===== src/design/owrs_pkg.sv =====
`timescale 1ns / 1ps
// ----------------------------------------------------------------------------
// owrs_pkg : shared types for the 1-Wire ROM search engine
// Payload structs, decoded operation codes and queue entry layout.
// ----------------------------------------------------------------------------
package owrs_pkg;

	localparam int RomBits = 64;
	localparam int PosBits = 7;
	localparam int IdxBits = 6;
	localparam int QueueDepth = 2;
	localparam int QueuePtrBits = 1;
	localparam int QueueCntBits = 2;

	// raw action codes on the input channel
	localparam logic [1:0] ACT_CLEAR = 2'd0;
	localparam logic [1:0] ACT_BEGIN = 2'd1;
	localparam logic [1:0] ACT_PAIR = 2'd2;

	typedef struct packed {
		logic [1:0] action;
		logic       presence;
		logic       id_bit;
		logic       complement_bit;
	} item_t;

	typedef struct packed {
		logic                 send_search_command;
		logic                 write_valid;
		logic                 direction_bit;
		logic                 pass_done;
		logic                 found;
		logic [RomBits-1:0]   address;
		logic                 last_device;
	} result_t;

	typedef enum logic [1:0] {
		OP_CLEAR,
		OP_BEGIN,
		OP_PAIR,
		OP_NONE
	} op_e_t;

	// what the two slot bits say about the devices still on the branch
	typedef enum logic [1:0] {
		PAIR_ABORT,     // nobody answered
		PAIR_FORCED,    // all remaining devices agree on this bit
		PAIR_CONFLICT   // both values present
	} pair_e_t;

	typedef struct packed {
		op_e_t   op;
		logic    presence;
		pair_e_t pair;
		logic    id_bit;
	} op_entry_t;

endpackage


===== src/design/owrs_front.sv =====
`timescale 1ns / 1ps
// ----------------------------------------------------------------------------
// owrs_front : input decode
// Turns each incoming transaction into a decoded operation for the queue.
// ----------------------------------------------------------------------------
module owrs_front (
	input  owrs_pkg::item_t     item,
	input  logic                item_valid,
	input  logic                queue_full,
	output logic                item_stall,
	output logic                push,
	output owrs_pkg::op_entry_t push_entry
);

	assign item_stall = queue_full;
	assign push = item_valid && !queue_full;

	always_comb begin
		push_entry.presence = item.presence;
		push_entry.id_bit = item.id_bit;
		unique case (item.action)
			owrs_pkg::ACT_CLEAR: push_entry.op = owrs_pkg::OP_CLEAR;
			owrs_pkg::ACT_BEGIN: push_entry.op = owrs_pkg::OP_BEGIN;
			owrs_pkg::ACT_PAIR:  push_entry.op = owrs_pkg::OP_PAIR;
			default:             push_entry.op = owrs_pkg::OP_NONE;
		endcase
		priority if (item.id_bit && item.complement_bit) begin
			push_entry.pair = owrs_pkg::PAIR_ABORT;
		end else if (item.id_bit != item.complement_bit) begin
			push_entry.pair = owrs_pkg::PAIR_FORCED;
		end else begin
			push_entry.pair = owrs_pkg::PAIR_CONFLICT;
		end
	end

endmodule


===== src/design/owrs_queue.sv =====
`timescale 1ns / 1ps
// ----------------------------------------------------------------------------
// owrs_queue : two-entry operation queue
// Decouples input decode from the search engine so each side stalls alone.
// ----------------------------------------------------------------------------
module owrs_queue (
	input  logic                clk,
	input  logic                arst_n,
	input  logic                push,
	input  owrs_pkg::op_entry_t push_entry,
	input  logic                pop,
	output logic                full,
	output logic                head_valid,
	output owrs_pkg::op_entry_t head
);

	owrs_pkg::op_entry_t                    entry_q [owrs_pkg::QueueDepth];
	logic [owrs_pkg::QueuePtrBits-1:0]      wr_ptr_q;
	logic [owrs_pkg::QueuePtrBits-1:0]      rd_ptr_q;
	logic [owrs_pkg::QueueCntBits-1:0]      count_q;

	assign full = (count_q == owrs_pkg::QueueCntBits'(owrs_pkg::QueueDepth));
	assign head_valid = (count_q != '0);
	assign head = entry_q[rd_ptr_q];

	always_ff @(posedge clk or negedge arst_n) begin
		if (!arst_n) begin
			wr_ptr_q <= '0;
			rd_ptr_q <= '0;
			count_q <= '0;
		end else begin
			if (push) wr_ptr_q <= wr_ptr_q + 1'b1;
			if (pop) rd_ptr_q <= rd_ptr_q + 1'b1;
			unique case ({push, pop})
				2'b10:   count_q <= count_q + 1'b1;
				2'b01:   count_q <= count_q - 1'b1;
				default: count_q <= count_q;
			endcase
		end
	end

	always_ff @(posedge clk) begin
		if (push) entry_q[wr_ptr_q] <= push_entry;
	end

endmodule


===== src/design/owrs_back.sv =====
`timescale 1ns / 1ps
// ----------------------------------------------------------------------------
// owrs_back : search engine and result register
// Holds the ROM search state, runs one decoded operation per cycle while the
// result side is not stalled, and registers the result transaction.
// ----------------------------------------------------------------------------
module owrs_back (
	input  logic                clk,
	input  logic                arst_n,
	input  logic                head_valid,
	input  owrs_pkg::op_entry_t head,
	output logic                pop,
	input  logic                result_stall,
	output logic                result_valid,
	output owrs_pkg::result_t   result
);

	logic [owrs_pkg::RomBits-1:0] rom_q, rom_d;
	logic [owrs_pkg::PosBits-1:0] last_disc_q, last_disc_d;
	logic                         last_dev_q, last_dev_d;
	logic [owrs_pkg::PosBits-1:0] bit_pos_q, bit_pos_d;
	logic [owrs_pkg::PosBits-1:0] last_zero_q, last_zero_d;
	logic                         in_pass_q, in_pass_d;
	logic                         out_valid_q;
	owrs_pkg::result_t            out_q, res;

	logic [owrs_pkg::IdxBits-1:0] idx;
	logic                         pos_ok;
	logic                         dir;
	logic [owrs_pkg::RomBits-1:0] rom_new;
	logic [owrs_pkg::PosBits-1:0] zero_new;
	logic                         dev_new;
	logic                         do_clear;

	assign pop = head_valid && (!out_valid_q || !result_stall);
	assign result_valid = out_valid_q;
	assign result = out_q;

	assign idx = bit_pos_q[owrs_pkg::IdxBits-1:0] - 1'b1;
	assign pos_ok = (bit_pos_q != '0)
		&& (bit_pos_q <= owrs_pkg::PosBits'(owrs_pkg::RomBits));

	// branch choice for one bit slot
	always_comb begin
		unique case (head.pair)
			owrs_pkg::PAIR_FORCED: dir = head.id_bit;
			owrs_pkg::PAIR_CONFLICT: begin
				if (bit_pos_q < last_disc_q) dir = rom_q[idx];
				else dir = (bit_pos_q == last_disc_q);
			end
			default: dir = 1'b0;
		endcase
		rom_new = rom_q;
		rom_new[idx] = dir;
		zero_new = last_zero_q;
		if (head.pair == owrs_pkg::PAIR_CONFLICT && !dir) zero_new = bit_pos_q;
		dev_new = last_dev_q || (zero_new == '0);
	end

	always_comb begin
		res = '0;
		do_clear = 1'b0;
		rom_d = rom_q;
		last_disc_d = last_disc_q;
		last_dev_d = last_dev_q;
		bit_pos_d = bit_pos_q;
		last_zero_d = last_zero_q;
		in_pass_d = in_pass_q;
		unique case (head.op)
			owrs_pkg::OP_CLEAR: do_clear = 1'b1;
			owrs_pkg::OP_BEGIN: begin
				if (last_dev_q || !head.presence) begin
					do_clear = 1'b1;
					res.pass_done = 1'b1;
				end else begin
					in_pass_d = 1'b1;
					bit_pos_d = owrs_pkg::PosBits'(1);
					last_zero_d = '0;
					res.send_search_command = 1'b1;
				end
			end
			owrs_pkg::OP_PAIR: begin
				if (in_pass_q) begin
					if (head.pair == owrs_pkg::PAIR_ABORT || !pos_ok) begin
						do_clear = 1'b1;
						res.pass_done = 1'b1;
					end else begin
						rom_d = rom_new;
						last_zero_d = zero_new;
						res.write_valid = 1'b1;
						res.direction_bit = dir;
						bit_pos_d = bit_pos_q + 1'b1;
						if (bit_pos_q == owrs_pkg::PosBits'(owrs_pkg::RomBits)) begin
							res.pass_done = 1'b1;
							last_disc_d = zero_new;
							last_dev_d = dev_new;
							// a zero family code is not a real device
							if (rom_new[7:0] == 8'h00) begin
								do_clear = 1'b1;
							end else begin
								in_pass_d = 1'b0;
								bit_pos_d = owrs_pkg::PosBits'(1);
								res.found = 1'b1;
								res.address = rom_new;
								res.last_device = dev_new;
							end
						end
					end
				end
			end
			default: ;
		endcase
		if (do_clear) begin
			rom_d = '0;
			last_disc_d = '0;
			last_dev_d = 1'b0;
			bit_pos_d = owrs_pkg::PosBits'(1);
			last_zero_d = '0;
			in_pass_d = 1'b0;
		end
	end

	always_ff @(posedge clk or negedge arst_n) begin
		if (!arst_n) begin
			rom_q <= '0;
			last_disc_q <= '0;
			last_dev_q <= 1'b0;
			bit_pos_q <= owrs_pkg::PosBits'(1);
			last_zero_q <= '0;
			in_pass_q <= 1'b0;
			out_valid_q <= 1'b0;
		end else begin
			if (pop) begin
				rom_q <= rom_d;
				last_disc_q <= last_disc_d;
				last_dev_q <= last_dev_d;
				bit_pos_q <= bit_pos_d;
				last_zero_q <= last_zero_d;
				in_pass_q <= in_pass_d;
				out_valid_q <= 1'b1;
			end else if (!result_stall) begin
				out_valid_q <= 1'b0;
			end
		end
	end

	always_ff @(posedge clk) begin
		if (pop) out_q <= res;
	end

endmodule


===== src/design/one_wire_rom_search.sv =====
`timescale 1ns / 1ps
// ----------------------------------------------------------------------------
// one_wire_rom_search : 1-Wire ROM search engine
// Each transaction on the item channel gives exactly one transaction on the
// result channel. A new item is taken every cycle while the result side is
// not stalled; the rate is one item per clock, set by the search engine which
// runs one operation per cycle. A two-entry queue between the input decode
// and the engine absorbs result stalls, so item_stall rises only once two
// items are waiting behind a stalled result. Bus slot timing is up to the
// user: issue a begin after each bus reset, write the search command when
// asked, then one bit-pair item per search slot and write back direction_bit.
// ----------------------------------------------------------------------------
module one_wire_rom_search (
	input  logic              clk,
	input  logic              arst_n,
	input  logic              item_valid,
	output logic              item_stall,
	input  owrs_pkg::item_t   item,
	output logic              result_valid,
	input  logic              result_stall,
	output owrs_pkg::result_t result
);

	logic                queue_full;
	logic                push;
	owrs_pkg::op_entry_t push_entry;
	logic                pop;
	logic                head_valid;
	owrs_pkg::op_entry_t head;

	owrs_front u_front (
		.item       (item),
		.item_valid (item_valid),
		.queue_full (queue_full),
		.item_stall (item_stall),
		.push       (push),
		.push_entry (push_entry)
	);

	owrs_queue u_queue (
		.clk        (clk),
		.arst_n     (arst_n),
		.push       (push),
		.push_entry (push_entry),
		.pop        (pop),
		.full       (queue_full),
		.head_valid (head_valid),
		.head       (head)
	);

	owrs_back u_back (
		.clk          (clk),
		.arst_n       (arst_n),
		.head_valid   (head_valid),
		.head         (head),
		.pop          (pop),
		.result_stall (result_stall),
		.result_valid (result_valid),
		.result       (result)
	);

endmodule


===== config.mk =====
export PLATFORM = sky130hd
export DESIGN_NAME = one_wire_rom_search
export DESIGN_NICKNAME = d
export VERILOG_FILES = /design/src/design/owrs_pkg.sv /design/src/design/owrs_front.sv /design/src/design/owrs_queue.sv /design/src/design/owrs_back.sv /design/src/design/one_wire_rom_search.sv
export SDC_FILE = /design/constraint.sdc
export NUM_CORES = 1
export LEC_CHECK = 0
export ABC_AREA = 1
export BUFFER_PORTS_ARGS = -buffer_cell sky130_fd_sc_hd__buf_2
export CORE_MARGIN = 2
export CORE_UTILIZATION = 50
export CTS_BUF_LIST = sky130_fd_sc_hd__clkbuf_4
export CTS_CLUSTER_DIAMETER = 60
export DETAILED_ROUTE_END_ITERATION = 8
export MAX_ROUTING_LAYER = met4
export PLACE_DENSITY = 0.81
export SLEW_MARGIN = 20
export SYNTH_ARGS = -nofsm -noshare
export SYNTH_HDL_FRONTEND = slang
export SYNTH_HIERARCHICAL = 1
export SYNTH_SLANG_ARGS = --single-unit

===== constraint.sdc =====
create_clock -name clk -period 4 [get_ports clk]
set_input_delay 0.2 -clock clk [delete_from_list [all_inputs] [get_ports clk]]
set_output_delay 0.2 -clock clk [all_outputs]
set_load 0.02 [all_outputs]

==> flow_metrics.tcl <==
set metrics [dict create \
    cp-start-kind "flop" \
    synth_top_cells_by_count "nand2_1 (433), nor2_1 (174), inv_1 (123)" \
    grt_pass1_vias 7787 \
    vias 8650 \
    r2r-start "u_back/bit_pos_q[0]" \
    regArea_um2 4770 \
    hpwlAfterDp_um 15400 \
    core-area_um2 19600 \
    wl_per_cell_um 15.4 \
    worst-setup-path-type "reg2reg" \
    firstDrtPassIters 6 \
    htreeDepth 4 \
    p_per_area_nw_per_um2 847 \
    clk_pin_slew_ns 0.15 \
    fin_skew_ns 0.0278 \
    yosys_warnings 6 \
    cts.path.max_buffers 2 \
    finish.utilization_pct 57.1 \
    grt_max_degree 81 \
    ff2ff_path_depth 23 \
    cp-startpoint "u_back/bit_pos_q[0]" \
    synth-main-ff-cell "dfrtp_1" \
    synth_area_um2 10000 \
    cts_tree "yes" \
    max_freq_mhz 265 \
    endpoint_kind "flop" \
    synth-edff-count 82 \
    grt_pass1_wl_um 37900 \
    worstPathArrival_ns 4.29 \
    crit_fanout 41 \
    place_area_um2 10600 \
    cap_viol_max_count 0 \
    rsz0062_at_grt "no" \
    syn_nets 1285 \
    tightest_slew_ns 0.913 \
    top_layer_used "met4" \
    yosys.area.top_type "edfxtp_1" \
    ant_nets 0 \
    fin_crit_sh_pct 94.3 \
    wl_met2_um 11500 \
    synth.most_common_cell "nand2_1" \
    finalHoldViolations 0 \
    cts_root_buffer "clkbuf_4" \
    synth_seq_area_share_pct 47.6 \
    clock-sinks 174 \
    status "completed" \
    ys_ff_latch 174 \
    p_leak_uw 0.00484 \
    multi_input_area_um2 4370 \
    synth_cells 1258 \
    met1_length_um 10500 \
    routabilityCongestion 0.965 \
    via_per_inst 5.35 \
    async_flop_share_pct 52.9 \
    yosysTopAreaCellShare_pct 24.6 \
    cts-buffers-inserted 17 \
    finalPower_uw 9460 \
    wirelength_um 24800 \
    synth.distinct_cells 35 \
    r2r_end "u_back/last_dev_q" \
    antenna_found_initial 1 \
    avgSynthCellArea_um2 7.96 \
    endpoint "u_back/last_dev_q" \
    met3_length_um 2160 \
    die_area_um2 21200 \
    ios 81 \
    drive_above_1_share_pct 17.7 \
    grt_overflow 0 \
    reg2reg_slack_ns 0.23 \
    num-nets-final 1365 \
    finalSetupViolCount 0 \
    clk_latency_ns 0.58 \
    slew_headroom_pct 39.1 \
    grt_use_total_pct 22.7 \
    finalCriticalPeriod_ns 3.77 \
    vdd_drop_max_mv 0.511 \
    finalMaxSlewViolations 0 \
    hold_path_class "in2async" \
    dieHeight_um 146 \
    io_buffers 80 \
    die_w_um 146 \
    synth_area_leaders "edfxtp_1 (25%), dfrtp_1 (23%), nand2_1 (16%)" \
    final_cell_area_um2 11200 \
    syn_to_final_growth_pct 11.6 \
    fp-row-count 51 \
    drc 0 \
    required_ns 4.51 \
    drt_iter0_drc 932 \
    n_fill_cell 1795 \
    initial_core_util_pct 51.1 \
]
==> worst max-delay path, stage by stage (launching register included) <==
cell	delay, ns
dfstp_2	0.56
inv_2	0.05
ha_1	0.35
buf_4	0.22
nand3_1	0.11
nand2_1	0.09
nand2_1	0.07
nand3_1	0.08
nand3_1	0.09
nand2_1	0.05
nand2_1	0.05
nand2_1	0.06
nand2_1	0.06
nand2_1	0.08
nand2_4	0.13
buf_6	0.33
nand2_1	0.35
o21ai_1	0.36
nand4_1	0.13
nor2_1	0.10
nor2_1	0.06
a21oi_1	0.14
nand3_1	0.09
nand2_1	0.10
==> sequential cells by signal, summed over array words and instances (netlist names), 2 cells and up <==
register,count
u_back/bit_pos_q,7
u_back/last_disc_q,7
u_back/last_zero_q,7
u_back/result,70
u_back/rom_q,64
u_queue/count_q,2
u_queue/entry_q,12
==> placed cells by master, fill, tap and decap left out, types with 3 or more instances in the layout <==
master | synthesis | final
a21oi_1 | 29 | 29
nand2_2 | 5 | 5
nand2_1 | 433 | 430
clkbuf_4 | 0 | 17
clkbuf_16 | 0 | 5
inv_6 | 0 | 4
nor2_2 | 3 | 3
buf_4 | 7 | 26
buf_6 | 17 | 5
clkinv_4 | 0 | 3
edfxtp_1 | 82 | 82
o21ai_0 | 17 | 15
inv_1 | 123 | 122
inv_2 | 5 | 4
nand3_1 | 53 | 52
dfrtp_1 | 91 | 91
o21ai_2 | 60 | 60
ha_1 | 18 | 18
nor2_1 | 174 | 174
buf_2 | 26 | 79
xor2_1 | 4 | 4
o21ai_1 | 6 | 8
o21a_1 | 57 | 57
nand4_1 | 5 | 5
clkinv_1 | 2 | 4
dlygate4sd3_1 | 0 | 8
o2111ai_1 | 7 | 7
or2_2 | 6 | 6
nand2_4 | 2 | 4
==> area by class of cell <==
| class | instances | area share [%] |
|---|---|---|
| sequential | 174 | 42.6 |
| multi-input combinational | 889 | 39.1 |
| timing repair buffer | 126 | 8.30 |
| inverter | 130 | 4.40 |
| tap | 265 | 2.97 |
| clock inverter | 15 | 1.43 |
| clock buffer | 17 | 1.14 |
| antenna | 1 | 0.0224 |
==> power breakdown <==
group          switching, uW  internal [uW]
clock network            645            380
logic                   3780           1720
registers                335           2600
total                   4760           4700
==> timing repair <==
action | CTS | global route
endpoints found under the hold margin | 77 | 0
gates cloned | 0 | 9
hold buffers | 8 | 0
buffers inserted | 0 | 1
setup endpoints to repair | 1 | 107
resized for setup | 2 | 15
==> how the worst min path moves through the flow <==
| stage | slack [ns] | endpoint | startpoint |
|---|---|---|---|
| floorplan | -0.1 | u_back/bit_pos_q[1] | arst_n |
| global placement | 0.38 | u_queue/rd_ptr_q | arst_n |
| detailed placement | 0.38 | u_queue/wr_ptr_q | arst_n |
| CTS | 0.27 | u_queue/wr_ptr_q | arst_n |
| global route | 0.31 | u_queue/entry_q[0][4] | item[3] |
| finish | 0.28 | u_back/last_disc_q[3] | arst_n |
==> per-stage QoR <==
| step | setup WS, ns | std cells | hold WS, ns | TNS [ns] |
|---|---|---|---|---|
| after floorplan | 0.200 | 1258 | -0.0956 | 0 |
| after global placement | 0.0387 | 1566 | 0.384 | 0 |
| after detailed placement | -0.0249 | 1566 | 0.380 | -0.0249 |
| after CTS | 0.0465 | 1606 | 0.271 | 0 |
| after global routing | 0.00104 | 1617 | 0.308 | 0 |
| final | 0.226 | 1617 | 0.280 | 0 |
==> per-layer routing <==
| layer | vias to the layer above | global-route usage (%) |
|---|---|---|
| li1 | 4153 | - |
| met5 | - | - |
| met4 | 0 | 7.84 |
| met3 | 59 | 4.29 |
| met1 | 4005 | 29.7 |
| met2 | 433 | 35.7 |
==> cells by family (layout without fill, tap and decap cells) <==
group | after synthesis | count (layout) | share of synthesized area, %
other | 0 | 1 | 0
AND/OR/NAND/NOR | 683 | 683 | 27.1
buffers and inverters | 195 | 288 | 9.17
XOR/XNOR | 8 | 8 | 0.849
adder cells (fa/ha/maj) | 18 | 18 | 2.25
AO/OA/AOI/OAI | 180 | 180 | 13.1
flip-flops | 174 | 174 | 47.6
Note: power is estimated with default switching activity, not from simulation.
